`src/hdl/chfa_pkg.sv`:
```
// Shared types and codes for the cell heap fit allocator.
package chfa_pkg;

	localparam logic [1:0] REQ_FIRST = 2'd0;
	localparam logic [1:0] REQ_BEST  = 2'd1;
	localparam logic [1:0] REQ_FREE  = 2'd2;

	localparam logic [1:0] ST_OK       = 2'd0;
	localparam logic [1:0] ST_NOSPACE  = 2'd1;
	localparam logic [1:0] ST_NOTFOUND = 2'd2;

	typedef enum logic [1:0] {
		RS_DIRECT = 2'd0,
		RS_ALLOC  = 2'd1,
		RS_FREE   = 2'd2
	} res_sel_t;

	typedef struct packed {
		logic     capture;
		logic     scan_init;
		logic     scan_en;
		logic     fill_init;
		logic     fill_en;
		logic     free_init;
		logic     free_en;
		logic     res_load;
		res_sel_t res_sel;
	} cmd_t;

	typedef struct packed {
		logic req_alloc;
		logic req_free;
		logic trivial;
		logic scan_end;
		logic found;
		logic fill_last;
		logic free_done;
		logic slot_free;
	} sts_t;

endpackage

```
`src/hdl/chfa_datapath.sv`:
```
// Cell store, scan counter, run tracking and result register of the allocator.
module chfa_datapath #(
	parameter int CELLS = 32
) (
	input  logic             clk,
	input  logic             arst_n,
	input  chfa_pkg::cmd_t   cmd,
	output chfa_pkg::sts_t   sts,
	input  logic [1:0]       req_type,
	input  logic [7:0]       owner_id,
	input  logic [5:0]       alloc_size,
	output logic             out_valid,
	input  logic             out_stall,
	output logic [1:0]       status,
	output logic [4:0]       start_address,
	output logic [5:0]       freed_count
);
	import chfa_pkg::*;

	localparam int AW = (CELLS > 1) ? $clog2(CELLS) : 1;
	localparam int IW = AW + 1;
	localparam int CW = (IW > 6) ? IW : 6;
	localparam int SW = (AW > 5) ? AW : 5;
	localparam logic [IW-1:0] LAST = IW'(CELLS);

	logic [1:0]       req_q;
	logic [7:0]       id_q;
	logic [5:0]       size_q;
	logic [CELLS-1:0] used_q;
	logic [7:0]       owner_mem [CELLS];
	logic [IW-1:0]    idx_q;
	logic [AW-1:0]    run_start_q;
	logic [IW-1:0]    run_len_q;
	logic             found_q;
	logic [AW-1:0]    best_start_q;
	logic [IW-1:0]    best_len_q;
	logic [5:0]       cnt_q;
	logic [IW-1:0]    freed_q;
	logic             v_s1;
	logic             used_s1;
	logic [AW-1:0]    idx_s1;
	logic [7:0]       owner_s1;
	logic             out_valid_q;
	logic [1:0]       status_q;
	logic [4:0]       start_q;
	logic [5:0]       freed_out_q;

	logic          in_range;
	logic          used_rd;
	logic          is_free;
	logic          is_best;
	logic          cand;
	logic          hit_s1;
	logic [AW-1:0] addr;

	assign addr     = idx_q[AW-1:0];
	assign in_range = idx_q < LAST;
	assign used_rd  = in_range ? used_q[addr] : 1'b1;
	assign is_free  = !used_rd;
	assign is_best  = req_q == REQ_BEST;
	assign cand     = (run_len_q != '0) && !is_free
		&& (CW'(run_len_q) >= CW'(size_q))
		&& (!found_q || (is_best && (run_len_q < best_len_q)));
	assign hit_s1   = v_s1 && used_s1 && (owner_s1 == id_q);

	always_comb begin
		sts.req_alloc = (req_q == REQ_FIRST) || (req_q == REQ_BEST);
		sts.req_free  = req_q == REQ_FREE;
		sts.trivial   = (id_q == 8'd0) || (size_q == 6'd0);
		sts.scan_end  = (idx_q == LAST) || (cand && !is_best);
		sts.found     = found_q;
		sts.fill_last = cnt_q == 6'd1;
		sts.free_done = (idx_q == LAST) && !v_s1;
		sts.slot_free = !out_valid_q || !out_stall;
	end

	always_ff @(posedge clk) begin
		if (cmd.capture) begin
			req_q  <= req_type;
			id_q   <= owner_id;
			size_q <= alloc_size;
		end
		if (cmd.scan_init || cmd.free_init) begin
			idx_q <= '0;
		end else if (cmd.fill_init) begin
			idx_q <= {1'b0, best_start_q};
		end else if (cmd.scan_en || cmd.fill_en || (cmd.free_en && in_range)) begin
			idx_q <= idx_q + 1'b1;
		end
		if (cmd.scan_init) begin
			run_len_q <= '0;
		end else if (cmd.scan_en) begin
			if (is_free) begin
				if (run_len_q == '0) begin
					run_start_q <= addr;
				end
				run_len_q <= run_len_q + 1'b1;
			end else begin
				run_len_q <= '0;
			end
		end
		if (cmd.scan_en && cand) begin
			best_start_q <= run_start_q;
			best_len_q   <= run_len_q;
		end
		if (cmd.fill_init) begin
			cnt_q <= size_q;
		end else if (cmd.fill_en) begin
			cnt_q <= cnt_q - 6'd1;
		end
		used_s1  <= used_rd;
		idx_s1   <= addr;
		owner_s1 <= owner_mem[addr];
		if (cmd.fill_en) begin
			owner_mem[addr] <= id_q;
		end
	end

	always_ff @(posedge clk or negedge arst_n) begin
		if (!arst_n) begin
			used_q      <= '0;
			found_q     <= 1'b0;
			freed_q     <= '0;
			v_s1        <= 1'b0;
			out_valid_q <= 1'b0;
		end else begin
			if (cmd.fill_en) begin
				used_q[addr] <= 1'b1;
			end else if (hit_s1) begin
				used_q[idx_s1] <= 1'b0;
			end
			if (cmd.scan_init) begin
				found_q <= 1'b0;
			end else if (cmd.scan_en && cand) begin
				found_q <= 1'b1;
			end
			if (cmd.free_init) begin
				freed_q <= '0;
			end else if (hit_s1) begin
				freed_q <= freed_q + 1'b1;
			end
			v_s1 <= cmd.free_en && in_range;
			if (cmd.res_load) begin
				out_valid_q <= 1'b1;
			end else if (!out_stall) begin
				out_valid_q <= 1'b0;
			end
		end
	end

	always_ff @(posedge clk) begin
		if (cmd.res_load) begin
			status_q    <= ST_OK;
			start_q     <= '0;
			freed_out_q <= '0;
			unique case (cmd.res_sel)
				RS_ALLOC: begin
					if (found_q) begin
						start_q <= 5'(SW'(best_start_q));
					end else begin
						status_q <= ST_NOSPACE;
					end
				end
				RS_FREE: begin
					freed_out_q <= 6'(CW'(freed_q));
					if (freed_q == '0) begin
						status_q <= ST_NOTFOUND;
					end
				end
				default: begin
					if (sts.req_alloc) begin
						status_q <= (id_q == 8'd0) ? ST_NOTFOUND : ST_NOSPACE;
					end
				end
			endcase
		end
	end

	assign out_valid     = out_valid_q;
	assign status        = status_q;
	assign start_address = start_q;
	assign freed_count   = freed_out_q;

`ifndef SYNTHESIS
	a_fill_in_range: assert property (@(posedge clk) disable iff (!arst_n)
		cmd.fill_en |-> (idx_q < LAST) && !used_q[addr])
		else $error("fill writes outside a free run");
	a_freed_bound: assert property (@(posedge clk) disable iff (!arst_n)
		freed_q <= LAST)
		else $error("freed count exceeds heap size");
	a_load_slot: assert property (@(posedge clk) disable iff (!arst_n)
		cmd.res_load |-> (!out_valid_q || !out_stall))
		else $error("result overwrites a pending transaction");
`endif

endmodule

```
`src/hdl/chfa_ctrl.sv`:
```
// Request sequencer of the allocator.
module chfa_ctrl (
	input  logic           clk,
	input  logic           arst_n,
	input  logic           in_valid,
	output logic           in_stall,
	input  chfa_pkg::sts_t sts,
	output chfa_pkg::cmd_t cmd
);
	import chfa_pkg::*;

	typedef enum logic [6:0] {
		S_IDLE   = 7'b0000001,
		S_DECODE = 7'b0000010,
		S_SCAN   = 7'b0000100,
		S_CHECK  = 7'b0001000,
		S_FILL   = 7'b0010000,
		S_FREE   = 7'b0100000,
		S_FIN    = 7'b1000000
	} state_t;

	state_t   state_q, state_d;
	res_sel_t sel_q, sel_d;

	always_comb begin
		state_d = state_q;
		sel_d   = sel_q;
		cmd     = '0;
		cmd.res_sel = sel_q;
		unique case (state_q)
			S_IDLE: begin
				if (in_valid) begin
					cmd.capture = 1'b1;
					state_d = S_DECODE;
				end
			end
			S_DECODE: begin
				if (sts.req_alloc && !sts.trivial) begin
					cmd.scan_init = 1'b1;
					state_d = S_SCAN;
				end else if (sts.req_free) begin
					cmd.free_init = 1'b1;
					state_d = S_FREE;
				end else begin
					sel_d   = RS_DIRECT;
					state_d = S_FIN;
				end
			end
			S_SCAN: begin
				cmd.scan_en = 1'b1;
				if (sts.scan_end) begin
					state_d = S_CHECK;
				end
			end
			S_CHECK: begin
				sel_d = RS_ALLOC;
				if (sts.found) begin
					cmd.fill_init = 1'b1;
					state_d = S_FILL;
				end else begin
					state_d = S_FIN;
				end
			end
			S_FILL: begin
				cmd.fill_en = 1'b1;
				if (sts.fill_last) begin
					state_d = S_FIN;
				end
			end
			S_FREE: begin
				cmd.free_en = 1'b1;
				if (sts.free_done) begin
					sel_d   = RS_FREE;
					state_d = S_FIN;
				end
			end
			S_FIN: begin
				if (sts.slot_free) begin
					cmd.res_load = 1'b1;
					state_d = S_IDLE;
				end
			end
			default: begin
				state_d = S_IDLE;
			end
		endcase
	end

	always_ff @(posedge clk or negedge arst_n) begin
		if (!arst_n) begin
			state_q <= S_IDLE;
			sel_q   <= RS_DIRECT;
		end else begin
			state_q <= state_d;
			sel_q   <= sel_d;
		end
	end

	assign in_stall = state_q != S_IDLE;

`ifndef SYNTHESIS
	a_accept_decode: assert property (@(posedge clk) disable iff (!arst_n)
		(in_valid && !in_stall) |=> (state_q == S_DECODE))
		else $error("accepted transaction not decoded");
	a_fill_after_find: assert property (@(posedge clk) disable iff (!arst_n)
		cmd.fill_init |-> sts.found && sts.req_alloc)
		else $error("fill started without a run");
	a_stall_busy: assert property (@(posedge clk) disable iff (!arst_n)
		(state_q == S_SCAN || state_q == S_FILL || state_q == S_FREE) |-> in_stall)
		else $error("input taken while busy");
`endif

endmodule

```
`src/hdl/cell_heap_fit_allocator.sv`:
```
// Top level of the cell heap fit allocator.
//
// Requests enter on the input channel (in_valid, in_stall, req_type, owner_id,
// alloc_size) and each produces one result transaction on the output channel
// (out_valid, out_stall, status, start_address, freed_count).
// One request is worked at a time; in_stall is high from acceptance until its
// result is loaded into the output register.
// Allocate: a decode step, a scan of the used bits one cell per cycle
// (first fit stops at the first run that fits), a check step, a fill
// step that writes the owner store for each allocated cell, and a step
// that loads the result.
// Free: decode, a pass through the owner memory (one read port,
// registered read) and a load step.
// Rejected or unknown requests go from decode straight to the load step.
// The sequencer passes through idle before it takes the next request.
// The output register holds a result while out_stall is high; the next
// request is accepted meanwhile and waits at its last step until the
// register frees. Reset marks every cell free at once; no clearing pass.
module cell_heap_fit_allocator #(
	parameter int CELLS = 32
) (
	input  logic       clk,
	input  logic       arst_n,
	input  logic       in_valid,
	output logic       in_stall,
	input  logic [1:0] req_type,
	input  logic [7:0] owner_id,
	input  logic [5:0] alloc_size,
	output logic       out_valid,
	input  logic       out_stall,
	output logic [1:0] status,
	output logic [4:0] start_address,
	output logic [5:0] freed_count
);
	import chfa_pkg::*;

	cmd_t cmd;
	sts_t sts;

	chfa_ctrl u_ctrl (
		.clk      (clk),
		.arst_n   (arst_n),
		.in_valid (in_valid),
		.in_stall (in_stall),
		.sts      (sts),
		.cmd      (cmd)
	);

	chfa_datapath #(
		.CELLS (CELLS)
	) u_datapath (
		.clk           (clk),
		.arst_n        (arst_n),
		.cmd           (cmd),
		.sts           (sts),
		.req_type      (req_type),
		.owner_id      (owner_id),
		.alloc_size    (alloc_size),
		.out_valid     (out_valid),
		.out_stall     (out_stall),
		.status        (status),
		.start_address (start_address),
		.freed_count   (freed_count)
	);

endmodule
```
`config.mk`:
```
export PLATFORM = sky130hd
export DESIGN_NAME = cell_heap_fit_allocator
export DESIGN_NICKNAME = d
export VERILOG_FILES = /design/src/hdl/chfa_pkg.sv /design/src/hdl/chfa_datapath.sv /design/src/hdl/chfa_ctrl.sv /design/src/hdl/cell_heap_fit_allocator.sv
export SDC_FILE = /design/constraint.sdc
export NUM_CORES = 1
export LEC_CHECK = 0
export BUFFER_PORTS_ARGS = -buffer_cell sky130_fd_sc_hd__buf_2
export CORE_MARGIN = 5
export CORE_UTILIZATION = 50
export DETAILED_ROUTE_END_ITERATION = 10
export GPL_TIMING_DRIVEN = 1
export PLACE_DENSITY_LB_ADDON = 0.1
export SKIP_LAST_GASP = 1
export SLEW_MARGIN = 20
export SYNTH_ARGS = -nofsm -noshare
export SYNTH_HDL_FRONTEND = slang
export SYNTH_SLANG_ARGS = --single-unit
export TNS_END_PERCENT = 1
```
`constraint.sdc`:
```
create_clock -name clk -period 3.5 [get_ports clk]
set_clock_uncertainty 0.2 [all_clocks]
set_input_delay 0.175 -clock clk [delete_from_list [all_inputs] [get_ports clk]]
set_output_delay 0.175 -clock clk [all_outputs]
set_load 0.01 [all_outputs]
```
==> impl_metrics.toml <==
[outcome]
outcome = "finished, final reports clean"

[sta]
max_slew.worst_pin.slew_ns = 1.008
fmax_ghz = 0.3416
setup_viol = 0
relSlewSlack_pct = 32.83
tns_ns = 0
period_share_pct = 83.64
fin_hold_ws_ns = 0.1192
finalCriticalPeriod_ns = 2.927
layout_setup_ws_ns = 0.5727
finalHoldViolations = 0
slew_violations = 0
rsz0062_at_grt = "false"

[critical_path]
path_cells = "nor4_1, a21oi_1, a21oi_1, nor2_1, nor3b_1, o32a_1"
cp.arrival_ns = 3.12
critPathLaunch = "u_datapath.id_q[1]$_DFFE_PP_"
r2r_slack_ns = 0.57
ff2ff_path_depth = 6
slowest_stage = "edfxtp_1"
critical-path-max-stage-delay_ns = 1.01
r2r-end = "u_ctrl.sel_q[1]$_DFFE_PN0P_"
cpMostUsedCell = "a21oi_1"
r2r-start = "u_datapath.id_q[1]$_DFFE_PP_"
path_class = "register to register"
required_ns = 3.70
worst_setup_path_start_kind = "register"
cp-end-kind = "register"
endpoint = "u_ctrl.sel_q[1]$_DFFE_PN0P_"
path_max_fanout = 19

[final_layout]
seqCellArea_mm2 = 0.01100
final_util_pct = 58.67
drive_gt1_share_pct = 23.44
area.growth.synth_to_final_pct = 15.69
fill_cells = 2378
multiInputGateArea_mm2 = 0.004272
fin_area_mm2 = 0.01799
finalNetCount = 1104
antenna_cells_inserted = 0

[routing]
ant_nets = 0
wl_per_cell_um = 23.90
dr.pass1.iters = 5
route.detailed.drc = 0
finalWirelength_mm = 35.57
vias_per_cell = 5.874
vias = 8741
dr.first_iter.drc_count = 765

[global_route]
grt_pass1_vias = 8726
grt_overflow_total = 0
grtUsageTotal_pct = 20.35
antenna_found_initial = 0
grt_max_degree = 35
grt_pass1_wl_mm = 54.81

[clocking]
cts_tree = "done"
numClockSinks = 383
cts_max_level = 2
cts_buffers = 41
path_clk_slew_ns = 0.06
clock_latency_ns = 0.53
post_cts_resized = 0
ctsLongestPathBuffers = 3
cts_root_buf = "clkbuf_16"
cts_setup_buffers = 0

[logic_synthesis]
synth-main-ff-cell = "edfxtp_1"
syn-num-nets = 989
async_flop_share_pct = 13.05
ys_seq_elements = 383
postSynthAreaPerCell_um2 = 16.44
synth_edf_count = 307
ys_warn_count = 0
syn_inst = 946
ys_seq_area_share_pct = 70.68
synth.distinct_cells = 66
netlist_area_mm2 = 0.01555

[floorplanning]
die_area_mm2 = 0.03473
core_area_mm2 = 0.03067
die_h_um = 186.4
rows = 64
die_x_um = 186.4
start_util_pct = 50.71
boundaryPins = 35

[placed_design]
gp_congestion = 0.8463
dp_hpwl_mm = 23.70
port_buffers = 34
pre_cts_ws_ns = 0.5994
dpl_cell_area_mm2 = 0.01645

[run]
drv_cap = 0

[power_and_ir_drop]
p_leak_nw = 6.377
powerDensity_mw_per_mm2 = 663.6
vdd_drop_max_mv = 0.3918

[hold_path]
min_path_type = "primary input to async pin"
==> cells by family after synthesis <==
kind of cell	share of synthesized area [%]
xor+xnor	1.183
simple gates	8.793
buf+inv	1.858
compound gates	5.044
flops	70.68
mux	10.60
fa+ha+maj	1.850
==> critical path: cells and delay by family (launching register included) <==
family / cells / cell delay (ns)
compound gates: 3 / 0.77
flops: 1 / 1.01
simple gates: 3 / 0.80
==> metal layers <==
layer  part of all wire [%]  track usage, %
met4                    4.3           8.357
met2                     46           30.65
met5                      0               0
met3                    5.7           3.307
met1                     44           29.94
==> power breakdown <==
part           total [mW]  internal [mW]  switching (mW)
logic                2.01          0.947            1.06
clock network        4.32           2.61            1.71
registers            5.62           5.27           0.345
total                11.9           8.83            3.11
==> per-stage QoR <==
stage / instances / total power [mW]
4_1_cts: 1488 / 12.06
5_1_grt: 1488 / 12.45
3_5_place_dp: 1395 / 7.736
3_3_place_gp: 1395 / 7.706
2_1_floorplan: 946 / 7.074
6_report: 1488 / 11.94
==> area by class of cell <==
cell class | instances | share of cell area, %
Tap cell | 396 | 2.754
Clock inverter | 22 | 1.335
Multi-Input combinational cell | 500 | 23.74
Clock buffer | 52 | 6.154
Sequential cell | 383 | 61.13
Inverter | 26 | 0.5424
Timing Repair Buffer | 109 | 4.339
==> timing repair <==
| action | 4_1_cts | 5_1_grt |
|---|---|---|
| endpoints found under the hold margin | 64 | 0 |
| endpoints found under the setup margin | 0 | 0 |
| hold buffers | 19 | 0 |
==> flip-flops by register name (all words and copies together), names as in the netlist, 6 cells and up <==
name                    cells
u_datapath.id_q             8
u_datapath.run_len_q        6
u_datapath.owner_mem      256
u_ctrl.state_q              7
u_datapath.freed_q          6
u_datapath.cnt_q            6
u_datapath.owner_s1         8
u_datapath.size_q           6
u_datapath.idx_q            6
u_datapath.best_len_q       6
u_datapath.used_q          32
u_datapath.freed_count      6
==> worst min-delay path by stage <==
stage | from | slack [ns] | cells after the start | to
3_3_place_gp | arst_n | 0.14 | 1 | u_datapath.freed_q[4]$_DFFE_PN0P_
2_1_floorplan | arst_n | -0.32 | 0 | u_ctrl.sel_q[0]$_DFFE_PN0P_
3_5_place_dp | arst_n | 0.14 | 1 | u_datapath.freed_q[0]$_DFFE_PN0P_
5_1_grt | alloc_size[3] | 0.16 | 2 | u_datapath.size_q[3]$_DFFE_PP_
4_1_cts | arst_n | 0.14 | 2 | u_datapath.used_q[6]$_DFFE_PN0P_
6_report | arst_n | 0.12 | 2 | u_datapath.freed_q[0]$_DFFE_PN0P_
==> placed cells by master, fill, tap and decap left out, drive strengths merged, types with 6 or more instances in the layout <==
cell type | netlist | routed
clkbuf | 13 | 52
buf | 24 | 90
and2 | 9 | 9
nor2b | 7 | 7
nand3 | 21 | 21
a21oi | 42 | 42
dlygate4sd3 | 0 | 19
nand4 | 10 | 10
inv | 26 | 28
and3 | 11 | 11
xnor2 | 13 | 13
xor2 | 8 | 8
nor3 | 13 | 13
dfxtp | 26 | 26
dfrtp | 49 | 49
a31oi | 6 | 6
nand2 | 40 | 40
mux2i | 12 | 12
mux4 | 67 | 67
ha | 23 | 23
o21ai | 14 | 14
edfxtp | 307 | 307
a22oi | 33 | 33
clkinv | 0 | 13
nor2 | 100 | 100
nor4 | 8 | 8
==> cell usage after synthesis (4+ instances only) <==
| cell type | n | area, um^2 |
|---|---|---|
| edfxtp_1 | 307 | 9219 |
| nor2_1 | 91 | 341.6 |
| mux4_2 | 66 | 1486 |
| dfrtp_1 | 49 | 1226 |
| a21oi_1 | 42 | 210.2 |
| nand2_1 | 36 | 135.1 |
| a22oi_1 | 33 | 247.7 |
| dfxtp_1 | 26 | 520.5 |
| inv_1 | 25 | 93.84 |
| ha_1 | 23 | 287.8 |
| nand3_1 | 18 | 90.09 |
| buf_2 | 14 | 70.07 |
| o21ai_0 | 13 | 65.06 |
| xnor2_1 | 13 | 113.9 |
| clkbuf_1 | 12 | 45.04 |
| mux2i_1 | 12 | 120.1 |
| and3_1 | 11 | 68.82 |
| nand4_1 | 10 | 62.56 |
| nor3_1 | 10 | 50.05 |
| and2_1 | 9 | 56.30 |
| nor2_2 | 9 | 56.30 |
| xor2_1 | 8 | 70.07 |
| nor2b_1 | 7 | 43.79 |
| a31oi_1 | 6 | 37.54 |
| nor4_1 | 6 | 37.54 |
| nand2b_1 | 5 | 31.28 |
| nor3b_1 | 5 | 37.54 |
| or2_2 | 5 | 31.28 |
| a211oi_1 | 4 | 30.03 |
| buf_1 | 4 | 15.01 |
| nand2_4 | 4 | 45.04 |
| nand3b_1 | 4 | 30.03 |
| o211ai_1 | 4 | 30.03 |
No activity file was read; power rests on OpenSTA's default activity.
